<file path="src/rtl/rpp_pkg.sv">
// Shared types, constants and sequencer states for the pure pursuit steering unit.
// No dependencies.
`default_nettype none
package rpp_pkg;

  localparam int MAX_POINTS_DEF = 256;

  // config port
  localparam int CFG_IW = 3;
  localparam int CFG_DW = 16;
  localparam logic [CFG_IW-1:0] REG_LOOKAHEAD = 3'd0;
  localparam logic [CFG_IW-1:0] REG_MAX_SPEED = 3'd1;
  localparam logic [CFG_IW-1:0] REG_GOAL_TOL  = 3'd2;
  localparam logic [CFG_IW-1:0] REG_MAX_TURN  = 3'd3;
  localparam logic [CFG_IW-1:0] REG_CURV_THR  = 3'd4;
  localparam logic [CFG_IW-1:0] REG_MIN_RATIO = 3'd5;
  localparam logic [CFG_IW-1:0] REG_DECEL     = 3'd6;
  localparam logic [CFG_IW-1:0] REG_REG_EN    = 3'd7;

  localparam logic [14:0] LOOKAHEAD_RST = 15'd2048;
  localparam logic [14:0] MAX_SPEED_RST = 15'd1229;
  localparam logic [14:0] GOAL_TOL_RST  = 15'd410;
  localparam logic [14:0] MAX_TURN_RST  = 15'd2048;
  localparam logic [15:0] CURV_THR_RST  = 16'd2048;
  localparam logic [12:0] MIN_RATIO_RST = 13'd1229;
  localparam logic [14:0] DECEL_RST     = 15'd2048;

  // 0.15 m in Q3.12
  localparam logic [14:0] LA_MIN = 15'd614;
  localparam logic [14:0] SPEED_SAT = 15'h7FFF;

  // shared divider: |y|<<25 is the widest dividend, squared distance the widest divisor
  localparam int DIV_NW = 41;
  localparam int DIV_DW = 32;
  localparam int SQRT_IW = 32;

  typedef struct packed {
    logic signed [15:0] point_x;
    logic signed [15:0] point_y;
    logic               last_point;
    logic               empty_path;
  } in_word_t;

  typedef struct packed {
    logic [14:0]        linear_speed;
    logic signed [15:0] turn_rate;
    logic               stop_cmd;
    logic               overflowed;
  } out_word_t;

  typedef struct packed {
    logic busy;
    logic done;
  } unit_stat_t;

  typedef enum logic [4:0] {
    S_IDLE, S_GSQ, S_GSUM, S_GSQRT, S_LA, S_LA2,
    S_RD, S_SQ, S_CMP, S_NF,
    S_K, S_KW, S_V, S_C, S_CW, S_P, S_PW, S_PS,
    S_MIN, S_CAP, S_CAPW, S_SAT, S_W, S_WC, S_OUT
  } state_t;

endpackage
`default_nettype wire

</file>
<file path="src/rtl/rpp_div.sv">
// Restoring unsigned divider, one quotient bit per cycle.
// Uses rpp_pkg for the status struct.
`default_nettype none
module rpp_div #(
  parameter int NW = rpp_pkg::DIV_NW,
  parameter int DW = rpp_pkg::DIV_DW
) (
  input  wire logic          clk,
  input  wire logic          rst,
  input  wire logic          start,
  input  wire logic [NW-1:0] num,
  input  wire logic [DW-1:0] den,
  output rpp_pkg::unit_stat_t stat,
  output logic [NW-1:0]      quo
);
  localparam int CNW = $clog2(NW + 1);

  logic [DW-1:0]  rem;
  logic [DW-1:0]  dsr;
  logic [NW-1:0]  nsh;
  logic [CNW-1:0] cnt;
  logic [DW:0]    trial;
  logic           ge;

  assign trial = {rem, nsh[NW-1]};
  assign ge    = trial >= {1'b0, dsr};

  always_ff @(posedge clk) begin
    if (rst) begin
      stat <= '0;
      cnt  <= '0;
    end else begin
      stat.done <= 1'b0;
      if (start) begin
        stat.busy <= 1'b1;
        cnt       <= CNW'(NW);
      end else if (stat.busy) begin
        cnt <= cnt - 1'b1;
        if (cnt == CNW'(1)) begin
          stat.busy <= 1'b0;
          stat.done <= 1'b1;
        end
      end
    end
  end

  always_ff @(posedge clk) begin
    if (start) begin
      rem <= '0;
      nsh <= num;
      dsr <= den;
      quo <= '0;
    end else if (stat.busy) begin
      rem <= ge ? DW'(trial - {1'b0, dsr}) : trial[DW-1:0];
      nsh <= {nsh[NW-2:0], 1'b0};
      quo <= {quo[NW-2:0], ge};
    end
  end
endmodule
`default_nettype wire

</file>
<file path="config.mk">
export PLATFORM = sky130hd
export DESIGN_NAME = rpp_div
export DESIGN_NICKNAME = d
export VERILOG_FILES = /design/src/rtl/rpp_pkg.sv /design/src/rtl/rpp_div.sv
export SDC_FILE = /design/constraint.sdc
export NUM_CORES = 1
export LEC_CHECK = 0
export BUFFER_PORTS_ARGS = -buffer_cell sky130_fd_sc_hd__buf_2
export CORE_MARGIN = 3
export CORE_UTILIZATION = 35
export CTS_CLUSTER_DIAMETER = 30
export DETAILED_ROUTE_END_ITERATION = 8
export GPL_TIMING_DRIVEN = 0
export HOLD_SLACK_MARGIN = 0.02
export PLACE_DENSITY_LB_ADDON = 0.12
export SETUP_SLACK_MARGIN = 0.02
export SLEW_MARGIN = 20
export SYNTH_ARGS = -nofsm -noshare
export SYNTH_HDL_FRONTEND = slang
export SYNTH_SLANG_ARGS = --single-unit
</file>
<file path="constraint.sdc">
create_clock -name clk -period 6 [get_ports clk]
set_input_delay 0.6 -clock clk [delete_from_list [all_inputs] [get_ports clk]]
set_output_delay 0.6 -clock clk [all_outputs]
set_load 0.01 [all_outputs]
</file>
==> results of run 1 <==
-- cell families (layout without fill, tap and decap cells) --
kind of cell | count (synthesis) | after routing | share of synthesized area, %
muxes | 81 | 81 | 10.9
xor gates and xnor gates | 22 | 22 | 2.45
and+or+nand+nor | 218 | 218 | 12.6
buffers and inverters | 85 | 235 | 4.73
DFF | 154 | 154 | 48.5
adders and majority gates | 35 | 35 | 5.66
AOI/OAI and AO/OA | 151 | 151 | 15.2
-- synth_stat cells (15+ instances only) --
cell type / n / area share [%]
ha_1: 34 / 5.4
mux2_2: 40 / 5.7
nand2_1: 68 / 3.2
nor2_1: 83 / 4.0
clkbuf_1: 19 / 0.91
nand3_1: 17 / 1.1
mux2i_1: 41 / 5.2
a21o_1: 18 / 1.7
edfxtp_1: 73 / 28
a21oi_1: 28 / 1.8
xnor2_1: 15 / 1.7
dfxtp_1: 81 / 21
inv_1: 44 / 2.1
-- critical path: stages, from the launching register on --
cell	delay, ns
edfxtp_1	0.33
inv_1	0.05
ha_1	0.26
buf_4	0.16
nand3_1	0.12
nor2_1	0.28
nand4_1	0.19
o31ai_4	0.34
a311oi_1	0.11
nor2_1	0.29
buf_4	0.28
buf_6	0.19
nand2_1	0.08
a311oi_2	0.23
-- through the flow --
| stage | std cells | setup slack, ns |
|---|---|---|
| 2_1_floorplan | 746 | 3.54 |
| 3_3_place_gp | 1143 | 2.17 |
| 3_5_place_dp | 1144 | 2.78 |
| 4_1_cts | 1176 | 3.02 |
| 5_1_grt | 1176 | 2.73 |
| 6_report | 1176 | 3.01 |
-- report_power, final --
part           internal, mW  total [mW]  switching, mW
Sequential             1.18        1.21         0.0336
Combinational         0.213       0.506          0.294
Clock                 0.633        1.12          0.484
-- cell type report --
cell class                      instances  area share (%)
Multi-Input combinational cell        507            39.0
Timing Repair Buffer                  118            6.42
Buffer                                 40            2.15
Clock inverter                         14            1.90
Inverter                               45            1.79
Tap cell                              280            3.72
Clock buffer                           18            4.55
Sequential cell                       154            40.4
-- cell usage in the layout (no fill, tap or decap), types with 5 or more instances in the layout --
cell,instances
a211oi_1,6
a21o_1,18
a21oi_1,28
a311oi_1,8
a311oi_2,13
a31oi_1,6
a41oi_1,5
buf_1,7
buf_2,123
clkbuf_1,20
clkbuf_16,17
dfxtp_1,81
edfxtp_1,73
ha_1,34
inv_1,44
mux2_2,40
mux2i_1,41
nand2_1,67
nand2b_1,5
nand3_1,17
nand4_1,6
nor2_1,83
nor3_1,9
o211ai_1,7
o21a_1,5
o21ai_0,13
o21ai_1,6
o21bai_1,6
or3_1,8
xnor2_1,15
xor2_1,7
-- per-layer routing --
metal  part of all wire (%)  track usage [%]  up-vias
met4                   0.80             3.53        8
met1                     48             22.8     2892
met3                    6.6             6.02       18
li1                       -                -     2983
met2                     44             25.5      136
met5                   0.29                0        -
-- worst min-delay path by stage --
stage / endpoint / cells after the start / slack (ns)
2_1_floorplan: rem[1] / 2 / 0.46
3_5_place_dp: rem[1] / 2 / 0.49
6_report: dsr[7] / 1 / 0.34
5_1_grt: dsr[7] / 1 / 0.32
4_1_cts: dsr[7] / 1 / 0.32
3_3_place_gp: quo[40] / 2 / 0.47
-- state kept, by name, indices dropped and copies added (netlist names) --
signal,cells
cnt,6
dsr,32
nsh,41
quo,41
rem,32
stat,2
==> results.json, run 1 <==
{
  "status": "completed",
  "power_density_nw_per_um2": 301,
  "rows": 54,
  "place_congestion": 0.858,
  "drive_gt1_share_pct": 26.2,
  "setup_viol": 0,
  "critPathMaxFanout": 10,
  "syn_avg_cell_area_um2": 10.5,
  "dieArea_um2": 24300,
  "hold_buffers": 0,
  "syn-num-nets": 857,
  "layout_min_cycle_time_ns": 2.99,
  "grt_util_all_layers_pct": 16.7,
  "insertion_delay_ns": 0.43,
  "port_buffers": 117,
  "netlist_area_um2": 7860,
  "final_nets": 994,
  "seq_area_frac_synth_pct": 48.5,
  "setup_tns_ns": 0,
  "final_cell_area_um2": 9430,
  "die_h_um": 156,
  "drtIter0Drc": 360,
  "hold_start": "den[7]",
  "postRouteAntennaNets": 0,
  "r2r-start": "dsr[15]",
  "wl_per_cell_um": 16.8,
  "hold_viol_final": 0,
  "startpoint": "dsr[15]",
  "cts_buffers": 17,
  "vias_per_cell": 5.13,
  "die_w_um": 156,
  "ioPinCount": 119,
  "yosys_warnings": 0,
  "h-tree-depth": 4,
  "start_kind": "flop",
  "register_area_um2": 3810,
  "coreArea_um2": 22000,
  "maxCapViolCount": 0,
  "drv_slew": 0,
  "endpoint_kind": "flop",
  "dp_hpwl_mm": 14.2,
  "cts_resized": 0,
  "ff2ff_path_depth": 13,
  "fin_util_pct": 42.9,
  "ys.flop_type": "dfxtp_1",
  "antenna_found_initial": 4,
  "diodes": 0,
  "path_class": "reg -> reg",
  "r2r_setup_slack_ns": 3.01,
  "grt_pass1_vias": 6088,
  "ys_ff_latch": 154,
  "hp-class": "in -> reg",
  "firstDrtPassIters": 6,
  "multi_input_area_um2": 3680,
  "clk_path_buf_depth": 2,
  "fmax_mhz": 334,
  "r2r-end": "rem[9]",
  "crit_end": "rem[9]",
  "irDropWorstVdd_uv": 183,
  "rsz0062_at_grt": "no",
  "maxSlewHeadroom_pct": 43.5,
  "fillers": 2123,
  "cts_tree": "done",
  "finalPower_mw": 2.84,
  "synth_edf_count": 73,
  "skew_ns": 0.0108,
  "cts_setup_buffers": 0,
  "routed_wl_mm": 19.7,
  "area_delta_synth_final_pct": 19.9,
  "cp.arrival_ns": 3.33,
  "place_area_um2": 8820,
  "vias": 6037,
  "ys_types": 66,
  "drc": 0,
  "p_leak_nw": 3.99,
  "gr-total-overflow": 0,
  "initial_core_util_pct": 35.8,
  "grt_pass1_wl_mm": 32.1,
  "required_ns": 6.34,
  "worst_pin_slew_ns": 0.848,
  "whs_ns": 0.341,
  "synthesis.instances": 746,
  "clock-sinks": 154,
  "synthArstFlopShare_pct": 0,
  "period_share_pct": 49.8,
  "grt_start_max_net_pins": 34,
  "cts.clk_slew.worst_paths_ns": 0.07,
  "cts-root-buf": "clkbuf_16"
}
Power figures use the tool's default switching activity.
==> run 2: changes to the inputs <==
- ABC_AREA: default -> 1
- clock period: 6 -> 2.5 ns (I/O delays scaled with it)
==> run 2 against run 1 <==
Against the previous run:
- global-route usage rose by 1.0 points
- sequential share of layout area shrank 4.0 points
- routed wire length rose by 16%
- combinational power grew 23%
- critical endpoint is now rem[27]
- largest cell class unchanged
==> results.json, run 2 <==
{
  "fmax_mhz": 436,
  "grt_pass1_vias": 7466,
  "fillers": 2521,
  "antenna_found_initial": 0,
  "syn_avg_cell_area_um2": 7.33,
  "clock-sinks": 154,
  "postRouteAntennaNets": 0,
  "critPathMaxFanout": 10,
  "final_nets": 1442,
  "netlist_area_um2": 8500,
  "holdPathEnd": "nsh[16]",
  "drv_slew": 0,
  "yosys_warnings": 0,
  "yosys.area.top_type_share_pct": 25.8,
  "drc": 0,
  "synthTopCellsByCount": "nand2_1, inv_1, nand3_1, dfxtp_1, edfxtp_1",
  "synthArstFlopShare_pct": 0,
  "grt_util_all_layers_pct": 17.7,
  "hold_viol_final": 0,
  "maxSlewHeadroom_pct": 55.5,
  "ys.flop_type": "dfxtp_1",
  "p_sw_share_pct": 27.3,
  "maxCapViolCount": 0,
  "insertion_delay_ns": 0.43,
  "synthTopCellsByArea": "edfxtp_1, dfxtp_1, nand2_1, inv_1, nand3_1",
  "area_delta_synth_final_pct": 23.1,
  "cts_tree": "done",
  "final_cell_mix": "nand2_1, inv_1, buf_2",
  "initial_core_util_pct": 35.9,
  "die_h_um": 162,
  "hold_depth": 3,
  "final_cell_area_um2": 10500,
  "ff2ff_path_depth": 14,
  "vias_per_cell": 4.53,
  "cts.clk_slew.worst_paths_ns": 0.08,
  "register_area_um2": 3810,
  "pre_cts_slack_ns": -0.409,
  "comb_power_share_pct": 10.1,
  "worst_pin_slew_ns": 0.667,
  "cts_buffers": 17,
  "power_density_nw_per_um2": 589,
  "seq_area_frac_synth_pct": 44.9,
  "vias": 7528,
  "drive_gt1_share_pct": 14.6,
  "diodes": 0,
  "ys_ff_latch": 154,
  "start_kind": "flop",
  "grt_pass1_wl_mm": 37.5,
  "ys_types": 39,
  "skew_ns": 0.0122,
  "setup_viol": 0,
  "clkPwrFrac_pct": 44.0,
  "cp.arrival_ns": 2.62,
  "r2r_setup_slack_ns": 0.20,
  "seqPwrFrac_pct": 45.9,
  "ioPinCount": 119,
  "path_class": "reg -> reg",
  "hp-class": "in -> reg",
  "layout_commonest_cell": "nand2_1",
  "clk_path_buf_depth": 2,
  "period_share_pct": 91.8,
  "rows": 56,
  "drtIter0Drc": 477,
  "fin_ws_ns": 0.204,
  "post-synth-top-area-cell": "edfxtp_1",
  "required_ns": 2.82,
  "p_switching_mw": 1.68,
  "dp_hpwl_mm": 17.2,
  "status": "completed",
  "h-tree-depth": 4,
  "port_buffers": 118,
  "dieArea_um2": 26200,
  "die_w_um": 162,
  "place_area_um2": 9490,
  "grt_start_max_net_pins": 51,
  "largest_registers": "nsh x41, quo x41",
  "layout_min_cycle_time_ns": 2.30,
  "r2r-end": "rem[27]",
  "cts-root-buf": "clkbuf_16",
  "fin_util_pct": 44.2,
  "multi_input_area_um2": 3690,
  "routed_wl_mm": 22.8,
  "rsz0062_at_grt": "no",
  "synth_edf_count": 73,
  "p_leak_nw": 5.35,
  "setup_tns_ns": 0,
  "p_int_mw": 4.48,
  "irDropWorstVdd_uv": 361,
  "gr-total-overflow": 0,
  "coreArea_um2": 23700,
  "r2r-start": "dsr[16]",
  "hold_start": "num[16]",
  "endpoint_kind": "flop",
  "firstDrtPassIters": 5,
  "place_congestion": 0.925,
  "synthMostInstantiatedCell": "nand2_1",
  "synthesis.instances": 1159,
  "syn-num-nets": 1270,
  "wl_per_cell_um": 13.7
}
[run 2: worst max-delay path by stage]
stage,from,end,depth (start not counted)
floorplan,dsr[8],rem[26],14
global placement,start,nsh[26],5
detailed placement,start,nsh[25],5
CTS,start,nsh[29],5
global route,dsr[0],rem[28],14
finish,dsr[16],rem[27],14
[run 2: metal layers]
| metal | routed length [um] | global-route usage, % | up-vias |
|---|---|---|---|
| met4 | 319 | 4.89 | 0 |
| met5 | 0 | 0 | - |
| li1 | - | - | 4007 |
| met1 | 11200 | 23.8 | 3362 |
| met2 | 10400 | 29.3 | 139 |
| met3 | 936 | 3.39 | 20 |
[run 2: logic make-up after synthesis]
kind of cell / count (synthesis) / synth area share (%)
AOI/OAI and AO/OA: 81 / 5.73
xor gates and xnor gates: 16 / 1.65
adders and majority gates: 35 / 5.24
buffers and inverters: 253 / 11.8
DFF: 154 / 44.9
and+or+nand+nor: 620 / 30.7
[run 2: critical path, cell delays in order, from the launching register on]
cell      delay [ns]
edfxtp_1        0.36
inv_1           0.07
ha_1            0.28
nand2_1         0.17
inv_1           0.05
nand2_1         0.06
nand2_1         0.13
a21oi_4         0.21
nand2_2         0.11
nand2_2         0.14
nand2_4         0.11
buf_8           0.16
or2_1           0.20
nand3_1         0.07
nand2_1         0.05
[run 2: timing repair]
| action | CTS | global route |
|---|---|---|
| endpoints found under the setup margin | 0 | 53 |
| resized for setup | 0 | 6 |
| setup buffers | 0 | 2 |
| endpoints found under the hold margin | 34 | 0 |
| hold buffers | 33 | 0 |
[run 2: area by class of cell]
cell class	instances	area share, %
Multi-Input combinational cell	752	35.3
Timing Repair Buffer	153	8.97
Buffer	37	1.94
Inverter	216	7.75
Tap cell	319	3.82
Sequential cell	154	36.5
Clock buffer	18	4.20
Clock inverter	14	1.61
[run 2: power groups by stage]
stage / clock (mW) / combinational [mW] / sequential, mW
5_1_grt: 2.88 / 0.715 / 2.84
2_1_floorplan: 0 / 0.376 / 2.87
4_1_cts: 2.79 / 0.631 / 2.83
3_3_place_gp: 0 / 0.586 / 2.88
6_report: 2.71 / 0.623 / 2.83
3_5_place_dp: 0 / 0.589 / 2.88
[run 2: through the flow]
step | power (mW) | std cells | hold slack (ns)
5_1_grt | 6.44 | 1663 | 0.0819
3_3_place_gp | 3.47 | 1596 | 0.428
4_1_cts | 6.25 | 1661 | 0.0648
6_report | 6.16 | 1663 | 0.0810
3_5_place_dp | 3.47 | 1596 | 0.428
2_1_floorplan | 3.25 | 1159 | 0.319
