**src/rtl/rpp_pkg.sv**
```systemverilog
// Shared types, constants and sequencer states for the pure pursuit steering unit.
// No dependencies.
`default_nettype none
package rpp_pkg;

  localparam int MAX_POINTS_DEF = 256;

  // config port
  localparam int CFG_IW = 3;
  localparam int CFG_DW = 16;
  localparam logic [CFG_IW-1:0] REG_LOOKAHEAD = 3'd0;
  localparam logic [CFG_IW-1:0] REG_MAX_SPEED = 3'd1;
  localparam logic [CFG_IW-1:0] REG_GOAL_TOL  = 3'd2;
  localparam logic [CFG_IW-1:0] REG_MAX_TURN  = 3'd3;
  localparam logic [CFG_IW-1:0] REG_CURV_THR  = 3'd4;
  localparam logic [CFG_IW-1:0] REG_MIN_RATIO = 3'd5;
  localparam logic [CFG_IW-1:0] REG_DECEL     = 3'd6;
  localparam logic [CFG_IW-1:0] REG_REG_EN    = 3'd7;

  localparam logic [14:0] LOOKAHEAD_RST = 15'd2048;
  localparam logic [14:0] MAX_SPEED_RST = 15'd1229;
  localparam logic [14:0] GOAL_TOL_RST  = 15'd410;
  localparam logic [14:0] MAX_TURN_RST  = 15'd2048;
  localparam logic [15:0] CURV_THR_RST  = 16'd2048;
  localparam logic [12:0] MIN_RATIO_RST = 13'd1229;
  localparam logic [14:0] DECEL_RST     = 15'd2048;

  // 0.15 m in Q3.12
  localparam logic [14:0] LA_MIN = 15'd614;
  localparam logic [14:0] SPEED_SAT = 15'h7FFF;

  // shared divider: |y|<<25 is the widest dividend, squared distance the widest divisor
  localparam int DIV_NW = 41;
  localparam int DIV_DW = 32;
  localparam int SQRT_IW = 32;

  typedef struct packed {
    logic signed [15:0] point_x;
    logic signed [15:0] point_y;
    logic               last_point;
    logic               empty_path;
  } in_word_t;

  typedef struct packed {
    logic [14:0]        linear_speed;
    logic signed [15:0] turn_rate;
    logic               stop_cmd;
    logic               overflowed;
  } out_word_t;

  typedef struct packed {
    logic busy;
    logic done;
  } unit_stat_t;

  typedef enum logic [4:0] {
    S_IDLE, S_GSQ, S_GSUM, S_GSQRT, S_LA, S_LA2,
    S_RD, S_SQ, S_CMP, S_NF,
    S_K, S_KW, S_V, S_C, S_CW, S_P, S_PW, S_PS,
    S_MIN, S_CAP, S_CAPW, S_SAT, S_W, S_WC, S_OUT
  } state_t;

endpackage
`default_nettype wire

```
**src/rtl/rpp_sqrt.sv**
```systemverilog
// Digit-by-digit integer square root (floor), one root bit per cycle.
// Uses rpp_pkg for the status struct.
`default_nettype none
module rpp_sqrt #(
  parameter int IW = rpp_pkg::SQRT_IW
) (
  input  wire logic          clk,
  input  wire logic          rst,
  input  wire logic          start,
  input  wire logic [IW-1:0] radicand,
  output rpp_pkg::unit_stat_t stat,
  output logic [IW/2-1:0]    root
);
  localparam int RW  = IW / 2;
  localparam int CNW = $clog2(RW + 1);

  logic [RW+1:0]  rem;
  logic [IW-1:0]  vsh;
  logic [CNW-1:0] cnt;
  logic [RW+3:0]  rem_n;
  logic [RW+3:0]  trial;
  logic           ge;

  assign rem_n = {rem, vsh[IW-1:IW-2]};
  assign trial = (RW+4)'({root, 2'b01});
  assign ge    = rem_n >= trial;

  always_ff @(posedge clk) begin
    if (rst) begin
      stat <= '0;
      cnt  <= '0;
    end else begin
      stat.done <= 1'b0;
      if (start) begin
        stat.busy <= 1'b1;
        cnt       <= CNW'(RW);
      end else if (stat.busy) begin
        cnt <= cnt - 1'b1;
        if (cnt == CNW'(1)) begin
          stat.busy <= 1'b0;
          stat.done <= 1'b1;
        end
      end
    end
  end

  always_ff @(posedge clk) begin
    if (start) begin
      rem  <= '0;
      vsh  <= radicand;
      root <= '0;
    end else if (stat.busy) begin
      rem  <= ge ? (RW+2)'(rem_n - trial) : rem_n[RW+1:0];
      vsh  <= {vsh[IW-3:0], 2'b00};
      root <= {root[RW-2:0], ge};
    end
  end
endmodule
`default_nettype wire

```
**config.mk**
```make
export PLATFORM = sky130hd
export DESIGN_NAME = rpp_sqrt
export DESIGN_NICKNAME = d
export VERILOG_FILES = /design/src/rtl/rpp_pkg.sv /design/src/rtl/rpp_sqrt.sv
export SDC_FILE = /design/constraint.sdc
export NUM_CORES = 1
export LEC_CHECK = 0
export BUFFER_PORTS_ARGS = -buffer_cell sky130_fd_sc_hd__buf_4
export CORE_AREA = 10 10 95 97
export DETAILED_ROUTE_END_ITERATION = 8
export DIE_AREA = 0 0 105 107
export GPL_TIMING_DRIVEN = 0
export PLACE_DENSITY = 0.78
export SYNTH_ARGS = -nofsm -noshare
export SYNTH_HDL_FRONTEND = slang
export SYNTH_SLANG_ARGS = --single-unit
```
**constraint.sdc**
```tcl
create_clock -name clk -period 3.1 [get_ports clk]
set_input_delay 0.465 -clock clk [delete_from_list [all_inputs] [get_ports clk]]
set_output_delay 0.465 -clock clk [all_outputs]
set_load 0.02 [all_outputs]
```
==> flow_summary_export.csv, run 1 <==
group,metric,value,unit
outcome,outcome,"finished, final reports clean",
sta,fin_skew,0.0122,ns
logic_synthesis,synth-seq-cells,73,
layout,regArea,0.00178,mm2
layout,final_core_util,64.8,%
clock_tree,cts_tree,"yes",
route,drtIter0Drc,221,
logic_synthesis,ys.flop_type,"dfxtp_1",
sta,setup_viol,0,
placed_design,place.gp.congestion,0.900,
floorplan,initial_core_util,55.2,%
power_and_ir_drop,power_density,782,mW/mm2
setup_path,critPathMaxFanout,10,
setup_path,critical_path_class,"flop to flop",
layout,diodes,0,
route,via_count,3165,
grt,grt_util_all_layers,16.6,%
setup_path,slowest_stage,"o31ai_2",
logic_synthesis,synth-edff-count,32,
sta,fmax,0.346,GHz
grt,antenna_found_initial,0,
route,routed_via_density,5.72,
power_and_ir_drop,pwr-share-comb,47.0,%
sta,slew_headroom,20.3,%
logic_synthesis,synthTopCellsByArea,"edfxtp_1 24%, dfxtp_1 21%, mux2_2 8.6%",
clock_tree,cts_buffers,9,
grt,grt_max_degree,33,
power_and_ir_drop,power.share.sequential,34.0,%
sta,finalCritPeriodShare,93.3,%
sta,finalCriticalPeriod,2.89,ns
route,routed_wl,9260,um
clock_tree,root_buffer,"clkbuf_8",
min_path,hold_depth,2,
layout,drive_above_1_share,23.8,%
job,cap_violations,0,
route,met1_length,3910,um
power_and_ir_drop,leakage,1.80,nW
sta,finalHoldViolations,0,
layout,final_area,0.00463,mm2
route,top_layer_used,"met4",
placed_design,detailed_place_hpwl,6830,um
sta,grt_setup_unrepaired,"false",
logic_synthesis,synthArstFlopShare,0,%
power_and_ir_drop,clkPwrFrac,19.0,%
layout,syn_to_final_growth,17.5,%
logic_synthesis,yosys.area.top_type,"edfxtp_1",
grt,grt_overflow,0,
logic_synthesis,synth_top_cell_area_share,24.4,%
setup_path,end_kind,"flop",
setup_path,path_cells,"inv_1, ha_1, nor2b_1, o31ai_2, a21o_1, a311o_1, and2_1, buf_6, buf_4, nand2_1, a311oi_1",
logic_synthesis,syn_avg_cell_area,10.2,um2
route,drt-pass1-iter-count,5,
route,antenna_left,0,
power_and_ir_drop,intPower,2.15,mW
layout,final_cell_mix,"52 x buf_4, 43 x nor2_1, 41 x dfxtp_1, 32 x edfxtp_1, 30 x mux2_2",
setup_path,slowest_delay,0.40,ns
layout,layout_commonest_cell,"buf_4",
grt,first_global_vias,3202,
logic_synthesis,postSynthCellCount,387,
min_path,min_path_type,"input port to flop",
floorplan,core_area,0.00714,mm2
floorplan,die_area,0.0112,mm2
power_and_ir_drop,p_sw_share,40.7,%
clock_tree,clk_path_buf_depth,2,
grt,grt_pass1_wl,15300,um
placed_design,pre_cts_ws,0.185,ns
floorplan,rows,31,
route,drc_errors,0,
sta,tightest_slew,1.19,ns
power_and_ir_drop,ir_worst_vdd,0.366,mV
setup_path,critPathRequiredTime,3.36,ns
sta,setup_tns,0,ns
logic_synthesis,synth_cell_types,51,
layout,nFillCells,615,
clock_tree,cts_htree_levels,3,
floorplan,die_w,105,um
sta,final.setup.worst_slack,0.209,ns
clock_tree,clkLatencyLatePin,0.36,ns
power_and_ir_drop,power.switching,1.47,mW
setup_path,reg2reg_depth,11,
floorplan,fp.dieH,107,um
clock_tree,cts.sinks,73,
sta,slew_violations,0,
placed_design,place_area,0.00445,mm2
logic_synthesis,synth_nets,442,
placed_design,portBuffers,51,
route,routed-wl-met2,4480,um
logic_synthesis,syn_area,0.00394,mm2
floorplan,io_pins,53,
logic_synthesis,yosysSeqAreaShare,45.2,%
route,wl_per_cell,16.7,um
logic_synthesis,yosys_warnings,0,
setup_path,cp-start-kind,"flop",
layout,multi_input_area,0.00199,mm2
layout,finalNetCount,504,
clock_tree,path_clk_slew,0.08,ns
route,met3_length,641,um
setup_path,worstPathArrival,3.15,ns
cell usage after synthesis (3+ instances only):
| cell | n |
|---|---|
| a311oi_1 | 10 |
| mux2_2 | 30 |
| xnor2_1 | 8 |
| o21ai_0 | 12 |
| a21oi_1 | 15 |
| nand2b_1 | 4 |
| nand4_1 | 5 |
| xor2_1 | 7 |
| nand2_1 | 29 |
| nor2_1 | 43 |
| o21a_1 | 3 |
| mux2i_1 | 16 |
| ha_1 | 20 |
| and2_1 | 3 |
| inv_1 | 23 |
| nor3b_1 | 4 |
| a31oi_1 | 6 |
| buf_1 | 4 |
| nand3_1 | 6 |
| nor3_1 | 5 |
| a21o_1 | 5 |
| clkbuf_1 | 13 |
| nand3b_1 | 3 |
| edfxtp_1 | 32 |
| dfxtp_1 | 41 |
| a211oi_1 | 6 |
worst paths after layout:
| kind | end | start | slack, ns |
|---|---|---|---|
| min | cnt[0] | rst | 0.33 |
| max reg2reg | rem[3] | root[0] | 0.21 |
| max | rem[3] | root[0] | 0.21 |
| min reg2reg | rem[5] | rem[3] | 0.51 |
power by group through the flow:
stage	clock network (mW)	registers, mW	logic [mW]
4_1_cts	0.700	1.23	1.66
3_3_place_gp	0	1.24	1.61
5_1_grt	0.744	1.25	1.86
2_1_floorplan	0	1.22	1.27
6_report	0.688	1.23	1.70
3_5_place_dp	0	1.25	1.65
sequential cells by signal, summed over array words and instances (netlist names):
name / count
root: 16
vsh: 32
cnt: 5
stat: 2
rem: 18
cells by family (layout without fill, tap and decap cells):
group / after synthesis / after routing / share of synthesized area (%)
flops: 73 / 73 / 45.2
fa+ha+maj: 20 / 20 / 6.35
buf+inv: 43 / 110 / 4.42
compound gates: 78 / 78 / 14.6
simple gates: 112 / 112 / 13.4
mux: 46 / 46 / 12.6
xor+xnor: 15 / 15 / 3.34
metrics by stage:
step	hold slack, ns	std cells	total power [mW]
after CTS	0.315	553	3.59
final	0.327	553	3.62
after detailed placement	0.495	537	2.90
after floorplan	0.469	387	2.49
after global routing	0.319	553	3.85
after global placement	0.489	537	2.85
critical path, delay by kind of cell, from the launching register on:
| kind | cells | cell delay (ns) |
|---|---|---|
| AO/OA/AOI/OAI | 4 | 1.20 |
| AND/OR/NAND/NOR | 3 | 0.45 |
| flip-flops | 1 | 0.38 |
| buffers and inverters | 3 | 0.37 |
| adder cells (fa/ha/maj) | 1 | 0.37 |
layout make-up:
class                           count  share of cell area [%]
Inverter                           23                    1.87
Multi-Input combinational cell    271                    42.9
Clock buffer                        9                    2.68
Sequential cell                    73                    38.5
Timing Repair Buffer               51                    8.27
Tap cell                           99                    2.68
Clock inverter                      7                    1.19
Buffer                             20                    1.89
what timing repair did:
action,in CTS,in global routing
hold buffers,0,0
setup endpoints to repair,0,7
setup buffers,0,0
hold endpoints to repair,0,0
resized for setup,0,1
metal layers:
metal / GRT usage [%] / vias to the layer above
met5: 0 / -
met4: 6.67 / 0
met3: 5.33 / 21
met2: 28.0 / 101
met1: 19.3 / 1509
li1: - / 1534
Power figures use the tool's default switching activity.
==> run 2: changes to the inputs <==
Settings changed: CORE_AREA 10 10 95 97 to 10 10 99 101, DIE_AREA 0 0 105 107 to 0 0 109 111, PLACE_DENSITY 0.78 to 0.74.
Clock period 3.1 ns to 2.3 ns, I/O delays scaled along.
==> run 2 against run 1 <==
Compared with the run above:
- the flow now finishes with violations (setup timing)
- core utilization increased by 2.4 points
- count of clock-buffer cells in the layout unchanged
- global-route usage increased by 0.36 points
- worst hold slack got worse by 0.12 ns
- first-iteration DRC count increased by 26%
- final area increased by 16%
- critical path depth increased by 1
- via count increased by 7.6%
- critical endpoint is now rem[13]
- highest routed layer unchanged
==> flow_summary_export.csv, run 2 (synthesized netlist as in run 1, its figures left out) <==
group,metric,value,unit
power_and_ir_drop,power_density,1240,mW/mm2
layout,layout_commonest_cell,"buf_4",
sta,fmax,0.405,GHz
layout,reg_top3,"vsh (32), rem (18), root (16)",
sta,slew_headroom,39.9,%
layout,drive_above_1_share,43.1,%
layout,final_core_util,67.2,%
layout,final_cell_mix,"74 x buf_4, 40 x nor2_1, 32 x edfxtp_1, 30 x mux2_2, 25 x dfxtp_1",
layout,largest_reg_flops,32,
placed_design,pre_cts_ws,-0.325,ns
floorplan,rows,33,
setup_path,end_kind,"flop",
sta,grt_setup_unrepaired,"true",
grt,grt_pass1_wl,16700,um
route,drc_errors,0,
job,cap_violations,0,
placed_design,place.gp.congestion,0.906,
route,routed_wl,10600,um
route,routed_via_density,5.75,
layout,diodes,0,
route,routed-wl-met2,5140,um
sta,final.setup.worst_slack,-0.166,ns
power_and_ir_drop,ir_worst_vdd,0.713,mV
power_and_ir_drop,power.share.sequential,25.4,%
clock_tree,path_clk_slew,0.09,ns
sta,fin_skew,0.0128,ns
power_and_ir_drop,leakage,2.06,nW
route,antenna_left,0,
min_path,min_path_type,"input port to flop",
power_and_ir_drop,pwr-share-comb,59.7,%
clock_tree,cts_tree,"yes",
layout,syn_to_final_growth,36.0,%
outcome,violations,"setup timing",
power_and_ir_drop,power,6.63,mW
sta,finalCriticalPeriod,2.47,ns
route,met1_length,4520,um
grt,antenna_found_initial,0,
setup_path,path_cells,"inv_2, ha_4, and4_4, nand4_1, a21o_1, a311o_2, buf_6, nand2_8, buf_12, buf_12, nand2_4, a311oi_2",
sta,tightest_slew,0.902,ns
clock_tree,ctsHoldBuffers,0,
floorplan,fp.dieH,111,um
floorplan,die_w,109,um
setup_path,critical_path_class,"flop to flop",
sta,setup_viol,16,
sta,fin_hold_ws,0.204,ns
grt,grt_util_all_layers,17.0,%
sta,slew_violations,0,
grt,grt_overflow,0,
power_and_ir_drop,power.switching,2.66,mW
route,wl_per_cell,17.9,um
setup_path,worstPathArrival,2.74,ns
grt,grt_max_degree,33,
clock_tree,cts_buffers,9,
layout,final_cells,592,
clock_tree,cts_htree_levels,3,
clock_tree,cts.sinks,73,
power_and_ir_drop,intPower,3.96,mW
setup_path,critPathMaxFanout,5,
placed_design,portBuffers,51,
setup_path,slowest_stage,"a311o_2",
clock_tree,clkLatencyLatePin,0.36,ns
sta,finalHoldViolations,0,
layout,nFillCells,583,
floorplan,io_pins,53,
floorplan,core_area,0.00797,mm2
power_and_ir_drop,p_sw_share,40.2,%
route,top_layer_used,"met4",
setup_path,cp_top_family,"compound AO/OA/AOI/OAI gates",
placed_design,detailed_place_hpwl,6670,um
setup_path,slowest_delay,0.40,ns
layout,finalNetCount,537,
route,met3_length,682,um
setup_path,cp_common_cell,"buf_12",
route,drtIter0Drc,279,
floorplan,initial_core_util,49.4,%
route,via_count,3405,
clock_tree,root_buffer,"clkbuf_8",
outcome,outcome,"finished, violations left",
route,drt-pass1-iter-count,4,
grt,first_global_vias,3322,
setup_path,critPathRequiredTime,2.57,ns
placed_design,dp_cells,543,
layout,regMostFlops,"vsh",
setup_path,cp-start-kind,"flop",
setup_path,critPathBufInv,4,
clock_tree,clk_path_buf_depth,2,
sta,finalCritPeriodShare,107,%
floorplan,die_area,0.0121,mm2
power_and_ir_drop,clkPwrFrac,14.9,%
-- run 2: cell types whose count changed in the layout (fill, tap and decap cells not counted), sizes merged --
| cell | before | now |
|---|---|---|
| nand2 | 29 | 30 |
| clkinv | 4 | 2 |
| clkinvlp | 1 | 3 |
| buf | 58 | 90 |
| inv | 25 | 26 |
| clkbuf | 22 | 21 |
-- run 2: path summary, 6_finish.rpt --
kind / startpoint / endpoint / slack (ns) / cells after the start
min: rst / cnt[4] / 0.20 / 2
min reg2reg: cnt[1] / cnt[1] / 0.51 / 2
max: root[6] / rem[13] / -0.17 / 12
max reg2reg: root[6] / rem[13] / -0.17 / 12
-- run 2: cell type report --
type | instances | area [um2] | area share, %
Buffer | 19 | 95.1 | 1.78
Clock buffer | 9 | 124 | 2.31
Clock inverter | 7 | 62.6 | 1.17
Inverter | 23 | 92.6 | 1.73
Multi-Input combinational cell | 272 | 2330 | 43.5
Sequential cell | 73 | 1820 | 34.0
Tap cell | 105 | 131 | 2.45
Timing Repair Buffer | 83 | 691 | 12.9
Timing Repair inverter | 1 | 7.51 | 0.140
-- run 2: layer usage --
metal | track usage, % | vias to the layer above
met3 | 4.83 | 30
li1 | - | 1612
met2 | 27.7 | 120
met5 | 0 | -
met1 | 20.6 | 1643
met4 | 5.89 | 0
-- run 2: timing repair --
item	4_1_cts	5_1_grt
cloned	3	1
gates resized for setup	36	30
hold endpoints to repair	0	0
buffers inserted	26	7
pin swaps	17	12
setup endpoints to repair	51	51
-- run 2: power by group through the flow --
stage	Sequential (mW)	Combinational [mW]	Clock, mW
5_1_grt	1.70	4.19	1.05
3_5_place_dp	1.69	2.40	0
3_3_place_gp	1.69	2.37	0
6_report	1.68	3.96	0.990
4_1_cts	1.67	3.58	0.989
2_1_floorplan	1.66	1.88	0
-- run 2: metrics by stage --
stage / area [um2] / setup TNS [ns]
after global placement: 4640 / -11.34
after detailed placement: 4640 / -13.82
final: 5360 / -1.13
after CTS: 5220 / -0.421
after global routing: 5360 / -2.33
after floorplan: 4120 / -0.0350
-- run 2: worst reg2reg max path, stage by stage, from the launching register on --
cell	delay, ns
dfxtp_4	0.36
inv_2	0.04
ha_4	0.29
and4_4	0.22
nand4_1	0.12
a21o_1	0.20
a311o_2	0.40
buf_6	0.15
nand2_8	0.08
buf_12	0.11
buf_12	0.12
nand2_4	0.05
a311oi_2	0.26
